File: src/rtl/tacp_pkg.sv
// Shared constants, types and codes of the topology-aware CPU picker.
package tacp_pkg;

  // Sizes of the stores, given as address widths so that every index wraps by truncation.
  localparam int ENTRY_BITS   = 4;
  localparam int CORE_BITS    = 6;
  localparam int SOCKET_BITS  = 3;
  localparam int NODE_BITS    = 3;
  localparam int LOAD_BITS    = 16;

  localparam int MAX_ENTRIES  = 1 << ENTRY_BITS;
  localparam int CORE_IDS     = 1 << CORE_BITS;
  localparam int SOCKET_IDS   = 1 << SOCKET_BITS;
  localparam int NODE_IDS     = 1 << NODE_BITS;

  // Fixed widths of the port fields.
  localparam int INDEX_W      = 4;
  localparam int CPU_W        = 6;
  localparam int CORE_IN_W    = 6;
  localparam int SOCKET_IN_W  = 3;
  localparam int NODE_IN_W    = 3;
  localparam int STATUS_W     = 2;
  localparam int COUNT_W      = 5;
  localparam int CFG_INDEX_W  = 1;
  localparam int CFG_DATA_W   = 5;
  localparam int COUNT_CMP_W  = ENTRY_BITS + COUNT_W + 1;

  localparam logic [LOAD_BITS-1:0] LOAD_MAX = {LOAD_BITS{1'b1}};

  // Request and status codes.
  localparam logic REQ_WRITE = 1'b0;
  localparam logic REQ_ALLOC = 1'b1;

  localparam logic [STATUS_W-1:0] STATUS_ALLOCATED = 2'd0;
  localparam logic [STATUS_W-1:0] STATUS_DISABLED  = 2'd1;
  localparam logic [STATUS_W-1:0] STATUS_WRITTEN   = 2'd2;

  // Configuration register indexes.
  localparam logic [CFG_INDEX_W-1:0] REG_ENABLE    = 1'd0;
  localparam logic [CFG_INDEX_W-1:0] REG_CPU_COUNT = 1'd1;

  typedef logic [LOAD_BITS-1:0] load_t;

  typedef struct packed {
    logic [CPU_W-1:0]       cpu;
    logic [CORE_BITS-1:0]   core;
    logic [SOCKET_BITS-1:0] socket;
    logic [NODE_BITS-1:0]   node;
  } entry_t;

  typedef struct packed {
    load_t cpu;
    load_t core;
    load_t socket;
    load_t node;
  } loads_t;

  typedef struct packed {
    logic [ENTRY_BITS-1:0]  cpu;
    logic [CORE_BITS-1:0]   core;
    logic [SOCKET_BITS-1:0] socket;
    logic [NODE_BITS-1:0]   node;
  } load_addr_t;

  typedef struct packed {
    logic cpu;
    logic core;
    logic socket;
    logic node;
  } load_we_t;

  typedef enum logic [1:0] {
    ST_IDLE,
    ST_SCAN,
    ST_BUMP,
    ST_DONE
  } state_t;

endpackage

File: src/rtl/tacp_table.sv
// Topology entry memory: one write port, one registered read port.
module tacp_table (
  input  logic                             clk,
  input  logic                             we,
  input  logic [tacp_pkg::ENTRY_BITS-1:0]  waddr,
  input  tacp_pkg::entry_t                 wdata,
  input  logic [tacp_pkg::ENTRY_BITS-1:0]  raddr,
  output tacp_pkg::entry_t                 rdata
);
  import tacp_pkg::*;

  entry_t mem [MAX_ENTRIES];

  always_ff @(posedge clk) begin
    if (we) begin
      mem[waddr] <= wdata;
    end
    rdata <= mem[raddr];
  end

endmodule

File: src/rtl/tacp_loads.sv
// Load counter memories for CPU, core, socket and node, with per-entry valid bits.
module tacp_loads (
  input  logic                 clk,
  input  logic                 rst,
  input  tacp_pkg::load_addr_t raddr,
  output tacp_pkg::loads_t     rdata,
  input  tacp_pkg::load_we_t   we,
  input  tacp_pkg::load_addr_t waddr,
  input  tacp_pkg::load_t      wdata
);
  import tacp_pkg::*;

  load_t cpu_mem    [MAX_ENTRIES];
  load_t core_mem   [CORE_IDS];
  load_t socket_mem [SOCKET_IDS];
  load_t node_mem   [NODE_IDS];

  logic [MAX_ENTRIES-1:0] cpu_valid;
  logic [CORE_IDS-1:0]    core_valid;
  logic [SOCKET_IDS-1:0]  socket_valid;
  logic [NODE_IDS-1:0]    node_valid;

  loads_t   mem_q;
  load_we_t hit_q;

  // Counters that were never written read as zero, which matches the cleared reset state.
  always_ff @(posedge clk) begin
    if (rst) begin
      cpu_valid    <= '0;
      core_valid   <= '0;
      socket_valid <= '0;
      node_valid   <= '0;
    end else begin
      if (we.cpu)    cpu_valid[waddr.cpu]       <= 1'b1;
      if (we.core)   core_valid[waddr.core]     <= 1'b1;
      if (we.socket) socket_valid[waddr.socket] <= 1'b1;
      if (we.node)   node_valid[waddr.node]     <= 1'b1;
    end
  end

  always_ff @(posedge clk) begin
    if (we.cpu)    cpu_mem[waddr.cpu]       <= wdata;
    if (we.core)   core_mem[waddr.core]     <= wdata;
    if (we.socket) socket_mem[waddr.socket] <= wdata;
    if (we.node)   node_mem[waddr.node]     <= wdata;
    mem_q.cpu    <= cpu_mem[raddr.cpu];
    mem_q.core   <= core_mem[raddr.core];
    mem_q.socket <= socket_mem[raddr.socket];
    mem_q.node   <= node_mem[raddr.node];
  end

  always_ff @(posedge clk) begin
    if (rst) begin
      hit_q <= '0;
    end else begin
      hit_q.cpu    <= cpu_valid[raddr.cpu];
      hit_q.core   <= core_valid[raddr.core];
      hit_q.socket <= socket_valid[raddr.socket];
      hit_q.node   <= node_valid[raddr.node];
    end
  end

  always_comb begin
    rdata.cpu    = hit_q.cpu    ? mem_q.cpu    : '0;
    rdata.core   = hit_q.core   ? mem_q.core   : '0;
    rdata.socket = hit_q.socket ? mem_q.socket : '0;
    rdata.node   = hit_q.node   ? mem_q.node   : '0;
  end

endmodule

File: src/rtl/tacp_better.sv
// Preference compare: is the candidate entry strictly better than the current best.
module tacp_better (
  input  tacp_pkg::loads_t             cand_load,
  input  logic [tacp_pkg::CPU_W-1:0]   cand_cpu,
  input  tacp_pkg::loads_t             best_load,
  input  logic [tacp_pkg::CPU_W-1:0]   best_cpu,
  output logic                         better
);
  import tacp_pkg::*;

  // Lower CPU and core load win; the busier socket and node win; then the lower CPU number.
  always_comb begin
    if (cand_load.cpu != best_load.cpu) begin
      better = cand_load.cpu < best_load.cpu;
    end else if (cand_load.core != best_load.core) begin
      better = cand_load.core < best_load.core;
    end else if (cand_load.socket != best_load.socket) begin
      better = cand_load.socket > best_load.socket;
    end else if (cand_load.node != best_load.node) begin
      better = cand_load.node > best_load.node;
    end else begin
      better = cand_cpu < best_cpu;
    end
  end

endmodule

File: src/rtl/topology_aware_cpu_picker.sv
// Top level of the topology-aware CPU picker: sequencer, registers and output stage.
//
//  Channel   Signals                                         Direction
//  input     in_valid, in_ready, req_type, entry_index,      in
//            cpu_number, core_id, socket_id, node_id
//  output    out_valid, out_ready, chosen_cpu, status        out
//  config    cfg_we, cfg_index, cfg_data                     in
//
//  A write request or a disabled allocate finishes at acceptance; its result shows the next cycle.
//  An allocate scans n entries: the scan issues one table read per cycle through a two-stage
//  read pipeline into the shared compare unit, then the one saturating incrementer updates the
//  four counters in turn.
//  Reset clears the load counters through their valid bits at once; the table is not cleared.
//  A new transaction is taken only in idle and only when the output register is free or draining.
module topology_aware_cpu_picker (
  input  logic                               clk,
  input  logic                               rst,
  input  logic                               in_valid,
  output logic                               in_ready,
  input  logic                               req_type,
  input  logic [tacp_pkg::INDEX_W-1:0]       entry_index,
  input  logic [tacp_pkg::CPU_W-1:0]         cpu_number,
  input  logic [tacp_pkg::CORE_IN_W-1:0]     core_id,
  input  logic [tacp_pkg::SOCKET_IN_W-1:0]   socket_id,
  input  logic [tacp_pkg::NODE_IN_W-1:0]     node_id,
  output logic                               out_valid,
  input  logic                               out_ready,
  output logic [tacp_pkg::CPU_W-1:0]         chosen_cpu,
  output logic [tacp_pkg::STATUS_W-1:0]      status,
  input  logic                               cfg_we,
  input  logic [tacp_pkg::CFG_INDEX_W-1:0]   cfg_index,
  input  logic [tacp_pkg::CFG_DATA_W-1:0]    cfg_data
);
  import tacp_pkg::*;

  state_t state;
  state_t state_next;

  logic               enable;
  logic [COUNT_W-1:0] cpu_count;

  logic [ENTRY_BITS-1:0] scan_last;
  logic [ENTRY_BITS-1:0] scan_last_next;
  logic [ENTRY_BITS-1:0] scan_idx;
  logic                  issue_on;
  logic                  s1_valid;
  logic [ENTRY_BITS-1:0] s1_idx;
  logic                  s2_valid;
  logic [ENTRY_BITS-1:0] s2_idx;
  entry_t                s2_ent;

  logic                  have_best;
  logic [ENTRY_BITS-1:0] best_idx;
  entry_t                best_ent;
  loads_t                best_load;

  logic [1:0] bump_step;

  logic   in_fire;
  logic   out_free;
  logic   start_alloc;
  logic   quick_result;
  logic   scan_end;
  logic   take_cand;
  logic   cand_better;
  logic   tbl_we;
  entry_t tbl_wdata;
  entry_t tbl_rdata;

  load_addr_t ld_raddr;
  load_addr_t ld_waddr;
  loads_t     ld_rdata;
  load_we_t   ld_we;
  load_t      inc_in;
  load_t      inc_out;

  logic [COUNT_CMP_W-1:0] count_ext;

  assign out_free     = !out_valid || out_ready;
  assign in_fire      = in_valid && in_ready;
  assign start_alloc  = in_fire && (req_type == REQ_ALLOC) && enable;
  assign quick_result = in_fire && !((req_type == REQ_ALLOC) && enable);
  assign scan_end     = s2_valid && (s2_idx == scan_last);
  assign take_cand    = s2_valid && (!have_best || cand_better);

  // Entries scanned: a count of zero acts as one, and a count above the table size is clamped.
  always_comb begin
    count_ext = COUNT_CMP_W'(cpu_count);
    if (count_ext == '0) begin
      scan_last_next = '0;
    end else if (count_ext > COUNT_CMP_W'(MAX_ENTRIES)) begin
      scan_last_next = ENTRY_BITS'(MAX_ENTRIES - 1);
    end else begin
      scan_last_next = ENTRY_BITS'(count_ext - COUNT_CMP_W'(1));
    end
  end

  always_ff @(posedge clk) begin
    if (rst) begin
      enable    <= 1'b0;
      cpu_count <= COUNT_W'(1);
    end else if (cfg_we) begin
      case (cfg_index)
        REG_ENABLE:    enable    <= cfg_data[0];
        REG_CPU_COUNT: cpu_count <= cfg_data[COUNT_W-1:0];
        default:       ;
      endcase
    end
  end

  // Next state.
  always_comb begin
    state_next = state;
    case (state)
      ST_IDLE: if (start_alloc) state_next = ST_SCAN;
      ST_SCAN: if (scan_end) state_next = ST_BUMP;
      ST_BUMP: if (bump_step == 2'd3) state_next = ST_DONE;
      ST_DONE: if (out_free) state_next = ST_IDLE;
      default: state_next = ST_IDLE;
    endcase
  end

  // Control outputs.
  always_comb begin
    in_ready  = 1'b0;
    tbl_we    = 1'b0;
    ld_we     = '0;
    inc_in    = best_load.cpu;
    case (state)
      ST_IDLE: begin
        in_ready = out_free;
        tbl_we   = in_fire && (req_type == REQ_WRITE);
      end
      ST_BUMP: begin
        case (bump_step)
          2'd0: begin
            ld_we.cpu = 1'b1;
            inc_in    = best_load.cpu;
          end
          2'd1: begin
            ld_we.core = 1'b1;
            inc_in     = best_load.core;
          end
          2'd2: begin
            ld_we.socket = 1'b1;
            inc_in       = best_load.socket;
          end
          default: begin
            ld_we.node = 1'b1;
            inc_in     = best_load.node;
          end
        endcase
      end
      default: ;
    endcase
  end

  assign inc_out = (inc_in == LOAD_MAX) ? inc_in : inc_in + load_t'(1);

  always_comb begin
    tbl_wdata.cpu    = cpu_number;
    tbl_wdata.core   = CORE_BITS'(core_id);
    tbl_wdata.socket = SOCKET_BITS'(socket_id);
    tbl_wdata.node   = NODE_BITS'(node_id);
  end

  always_comb begin
    ld_raddr.cpu    = s1_idx;
    ld_raddr.core   = tbl_rdata.core;
    ld_raddr.socket = tbl_rdata.socket;
    ld_raddr.node   = tbl_rdata.node;
    ld_waddr.cpu    = best_idx;
    ld_waddr.core   = best_ent.core;
    ld_waddr.socket = best_ent.socket;
    ld_waddr.node   = best_ent.node;
  end

  tacp_table u_table (
    .clk   (clk),
    .we    (tbl_we),
    .waddr (ENTRY_BITS'(entry_index)),
    .wdata (tbl_wdata),
    .raddr (scan_idx),
    .rdata (tbl_rdata)
  );

  tacp_loads u_loads (
    .clk   (clk),
    .rst   (rst),
    .raddr (ld_raddr),
    .rdata (ld_rdata),
    .we    (ld_we),
    .waddr (ld_waddr),
    .wdata (inc_out)
  );

  tacp_better u_better (
    .cand_load (ld_rdata),
    .cand_cpu  (s2_ent.cpu),
    .best_load (best_load),
    .best_cpu  (best_ent.cpu),
    .better    (cand_better)
  );

  always_ff @(posedge clk) begin
    if (rst) begin
      state     <= ST_IDLE;
      issue_on  <= 1'b0;
      s1_valid  <= 1'b0;
      s2_valid  <= 1'b0;
      have_best <= 1'b0;
      bump_step <= '0;
      scan_idx  <= '0;
    end else begin
      state    <= state_next;
      s1_valid <= issue_on;
      s2_valid <= s1_valid;
      if (start_alloc) begin
        issue_on  <= 1'b1;
        scan_idx  <= '0;
        have_best <= 1'b0;
        bump_step <= '0;
      end else begin
        if (issue_on) begin
          scan_idx <= scan_idx + ENTRY_BITS'(1);
          if (scan_idx == scan_last) begin
            issue_on <= 1'b0;
          end
        end
        if (s2_valid) begin
          have_best <= 1'b1;
        end
        if (state == ST_BUMP) begin
          bump_step <= bump_step + 2'd1;
        end
      end
    end
  end

  // Scan pipeline payload: table read, then counter reads, then the compare.
  always_ff @(posedge clk) begin
    if (start_alloc) begin
      scan_last <= scan_last_next;
    end
    s1_idx <= scan_idx;
    s2_idx <= s1_idx;
    s2_ent <= tbl_rdata;
    if (take_cand) begin
      best_idx  <= s2_idx;
      best_ent  <= s2_ent;
      best_load <= ld_rdata;
    end
  end

  always_ff @(posedge clk) begin
    if (rst) begin
      out_valid <= 1'b0;
    end else if (quick_result || ((state == ST_DONE) && out_free)) begin
      out_valid <= 1'b1;
    end else if (out_ready) begin
      out_valid <= 1'b0;
    end
  end

  always_ff @(posedge clk) begin
    if (quick_result) begin
      chosen_cpu <= '0;
      status     <= (req_type == REQ_WRITE) ? STATUS_WRITTEN : STATUS_DISABLED;
    end else if ((state == ST_DONE) && out_free) begin
      chosen_cpu <= best_ent.cpu;
      status     <= STATUS_ALLOCATED;
    end
  end

endmodule

File: config.mk
export PLATFORM = sky130hd
export DESIGN_NAME = topology_aware_cpu_picker
export DESIGN_NICKNAME = d
export VERILOG_FILES = /design/src/rtl/tacp_pkg.sv /design/src/rtl/tacp_table.sv /design/src/rtl/tacp_loads.sv /design/src/rtl/tacp_better.sv /design/src/rtl/topology_aware_cpu_picker.sv
export SDC_FILE = /design/constraint.sdc
export NUM_CORES = 2
export LEC_CHECK = 0
export BUFFER_PORTS_ARGS = -buffer_cell sky130_fd_sc_hd__clkbuf_2
export CAP_MARGIN = 40
export CELL_PAD_IN_SITES_DETAIL_PLACEMENT = 1
export CELL_PAD_IN_SITES_GLOBAL_PLACEMENT = 1
export CORE_ASPECT_RATIO = 0.8
export CORE_MARGIN = 3
export CORE_UTILIZATION = 57
export DETAILED_ROUTE_END_ITERATION = 10
export GPL_TIMING_DRIVEN = 1
export PLACE_DENSITY_LB_ADDON = 0.1
export SKIP_LAST_GASP = 1
export SYNTH_ARGS = -nofsm -noshare
export SYNTH_HDL_FRONTEND = slang
export SYNTH_SLANG_ARGS = --single-unit
File: constraint.sdc
create_clock -name clk -period 13.6 [get_ports clk]
set_input_delay 1.36 -clock clk [delete_from_list [all_inputs] [get_ports clk]]
set_output_delay 1.36 -clock clk [all_outputs]
set_load 0.03 [all_outputs]
==> results list <==
- The run finished with clean final reports.
- Data arrival time of the worst path: 5.78 ns
- Along the worst path, the maximum fanout reaches 64.
- TritonCTS clock tree: built
- Final Hold Violating Endpoints: 0
- Post-Place Cells: 5,780
- Setup violations remaining at the end of the flow were counted as 0.
* RSZ-0062 raised after global routing: false
- Synthesized-area fraction occupied by adder cells: 1.233%
* I/O Pins: 44
- Sequential elements use 75.70% of the synthesized area.
- The Yosys step of the flow raised 0 warnings.
- The kind of cell with the highest combined delay along the critical path is compound AO/OA/AOI/OAI gates.
- Clock skew on the completed layout was measured at 0.03061 ns.
* Area fraction of the dominant cell type after synthesis: 70.03%
- Clock tree synthesis found a total of 2,149 sinks.
- Largest stage delay on the critical path: 0.79 ns
- Cell Area, Placed: 0.08596 mm2
- Actual slew at the worst max-slew pin: 0.9978 ns
- Across every metal layer, demand over resource in global routing totals 28.64%.
- After the last flow step, the layout net total stands at 4,224.
- The critical path is of the flop to flop type.
* Placeable core area: 0.1419 mm2
* Max H-tree Level: 4
- From left edge to right edge, the die measures 430.5 um.
- For this configuration, the core starts out at a cell density of 57.90%.
- Number of clock buffers inserted by TritonCTS: 198
- The finished cells cover 0.09252 mm2.
- Resized Gates After CTS: 0
- Final instance count without filler cells: 6,157
- The first routing iteration left 5,441 violations.
- Setup crit end kind: flop
- Summing the areas of all xor and xnor instances in the mapped netlist gives 0.2025% of the synthesized area.
- Dividing the final minimum period by the clock period gives 38.65%.
- In this run the post-CTS setup repair buffer count came out at 0.
- Clock insertion delay at the later pin of the skew report: 0.83 ns
- Yosys mapped a number of flops with a built-in enable equal to 1,916.
* Wire length per cell: 33.98 um
- Fraction of synthesized area in multiplexers: 17.01%
- Leaving out fill and tap cells, the most frequent cell in the layout is sky130_fd_sc_hd__edfxtp_1.
* Class of the worst hold path: flop to flop
* Number of routed nets with antenna violations: 0
- Cell depth of the worst min-delay path: 0
- Wires add up to 209,200 um.
- Input and output buffers added on the ports amount to 43.
* Achievable clock frequency: 190.2 MHz
* First-pass iteration count of the detailed router: 6
- Count of final max-slew check failures: 0
- Synth Register Bits: 2,149
- First-pass GRT wire length: 304,900 um
* Power density relative to cell area: 140.2 mW/mm2
- Syn avg cell area: 21.25 um2
- In this run the core area contains 123 standard-cell rows.
- Height of the chip: 345.6 um
* Placed wire-length estimate: 122,600 um
- Initial antenna violation count: 18
- Cells with a size suffix above 1 make up 28.52% of the layout.
* Peak VDD IR: 0.0001279 V
* Worst-case clock buffer depth: 3
- Die ar.: 0.1488 mm2
- Post-synth net total: 3,981
* Worst slew margin relative to its limit: 33.48%
- The via count of the first global-routing pass is 42,360.
* Clock transition at the registers of the reported paths: 0.06 ns
- Vias after detailed routing: 40,580
- CP startpoint kind: flop
* Clock root buffer: sky130_fd_sc_hd__clkbuf_16
- The number of buffers and inverters on the critical path is 1.
- The number of different library cells used by synthesis comes to 60.
- In the routed layout, each cell is associated on average with a via count of 6.591.
- Entering global routing, the biggest net connects 108 pins.
- After detailed routing, the number of remaining DRC violations is 0.
- Number of max-capacitance violations reported: 0
- Cells along the critical path: ha_1 > a221oi_1 > a211o_1 > a222oi_1 > o2111ai_2 > nor4_4 > nor3_1 > a21oi_4 > buf_4
* Synth top area cells: sky130_fd_sc_hd__edfxtp_1, sky130_fd_sc_hd__mux4_2, sky130_fd_sc_hd__dfxtp_1
* Worst-case reg-to-reg path depth: 9
- Dominant combinational cell family by area after synthesis: multiplexers
- Counting flops with an async set or reset pin after synthesis yields a share of 0%.
* Master of the slowest instance on the critical path: sky130_fd_sc_hd__nor4_4
- Number of inserted filler cells in the final layout: 11,340
- The critical path crosses 9 cells after its start point.
- Leak: 29.97 nW
- Top library cells by usage in the layout, fill and taps aside: sky130_fd_sc_hd__edfxtp_1, sky130_fd_sc_hd__mux4_2, sky130_fd_sc_hd__nor2_1
- Cell Area, Synth: 0.08216 mm2
- Required time of the critical path: 14.12 ns
- From synthesis to final layout, the design area changed by 12.60%.
* Weighted congestion at the end of routability-driven global placement: 0.8845
- Global routing finished with a remaining overflow of 0.
* Shortest period the worst path allows: 5.256 ns
- In the final timing run, aggregate negative setup slack is 0 ns.
* Main synth FF type: sky130_fd_sc_hd__edfxtp_1
* Synth Area in Compound Gates: 1.591%
* Pwr Total: 12.97 mW
* Number of hold buffers added after CTS: 0
* Number of standard cells after synthesis: 3,866
* Simple-gate area share of the yosys netlist: 3.003%
* Dominant cell type by area after synthesis: sky130_fd_sc_hd__edfxtp_1
* Util after Layout: 65.20%
-- synth_stat cells (all sizes together) (19+ instances only) --
cell / count
a21o: 29
mux4: 599
nor2: 292
nor3: 28
and2: 63
nand2: 53
edfxtp: 1916
mux2: 33
ha: 81
a21oi: 40
inv: 80
buf: 70
dfxtp: 233
clkbuf: 109
o21ai: 19
-- per-stage QoR --
stage | setup slack, ns | hold slack [ns]
6_report | 8.344 | 0.3256
5_1_grt | 7.981 | 0.3292
4_1_cts | 8.552 | 0.3166
3_5_place_dp | 8.560 | 0.3135
3_3_place_gp | 8.624 | 0.3160
2_1_floorplan | 6.681 | 0.3096
-- power by group --
part / internal [mW] / total (mW) / leakage [nW] / switching (mW)
Clock: 3.14 / 5.53 / 3.13 / 2.39
Combinational: 0.119 / 0.288 / 7.46 / 0.169
Sequential: 7.13 / 7.16 / 19.4 / 0.0256
Total: 10.4 / 13.0 / 30.0 / 2.58
-- worst paths after layout --
kind	start	end	slack [ns]
worst max-delay path	bump_step[0]$_SDFFE_PP0P_	u_loads.core_mem[59][2]$_DFFE_PP_	8.34
worst min-delay path	u_table.rdata[15]$_DFF_P_	s2_ent[15]$_DFF_P_	0.33
worst max register to register	bump_step[0]$_SDFFE_PP0P_	u_loads.core_mem[59][2]$_DFFE_PP_	8.34
worst min register to register	u_table.rdata[15]$_DFF_P_	s2_ent[15]$_DFF_P_	0.33
-- state kept, by name, summed over array words and instances (netlist names), 5 cells and up --
name and flops:
u_loads.socket_valid 8, u_loads.cpu_mem 256, u_loads.mem_q 64, u_loads.core_valid 64, best_load 64, u_loads.node_valid 8
u_loads.socket_mem 128, cpu_count 5, u_loads.cpu_valid 16, u_loads.core_mem 1024, u_table.mem 288, chosen_cpu 6
u_loads.node_mem 128, best_ent 18, u_table.rdata 18, s2_ent 18
-- area by class of cell --
cell class                      instances  area [um2]  area share, %
Timing Repair Buffer                  222        1939          2.096
Clock inverter                         91       952.2          1.029
Sequential cell                      2149       62230          67.27
Tap cell                             1875        2346          2.536
Multi-Input combinational cell       1458       19250          20.80
Clock buffer                          277        5485          5.929
Inverter                               80       300.3         0.3246
Antenna cell                            5       12.51        0.01352
-- cell families after synthesis --
family	after synthesis
xor gates and xnor gates	19
adders and majority gates	81
AOI/OAI and AO/OA	180
and+or+nand+nor	535
DFF	2149
buffers and inverters	259
muxes	643
-- layer usage --
layer / wire [um] / vias up / share of wire (%) / GRT usage (%)
met5: 27 / - / 0.013 / 0
met3: 17920 / 310 / 8.6 / 5.787
met1: 87450 / 22020 / 42 / 43.26
met4: 4209 / 4 / 2.0 / 6.781
li1: - / 16340 / - / -
met2: 99590 / 1910 / 48 / 43.91
Note: power is estimated with default switching activity, not from simulation.
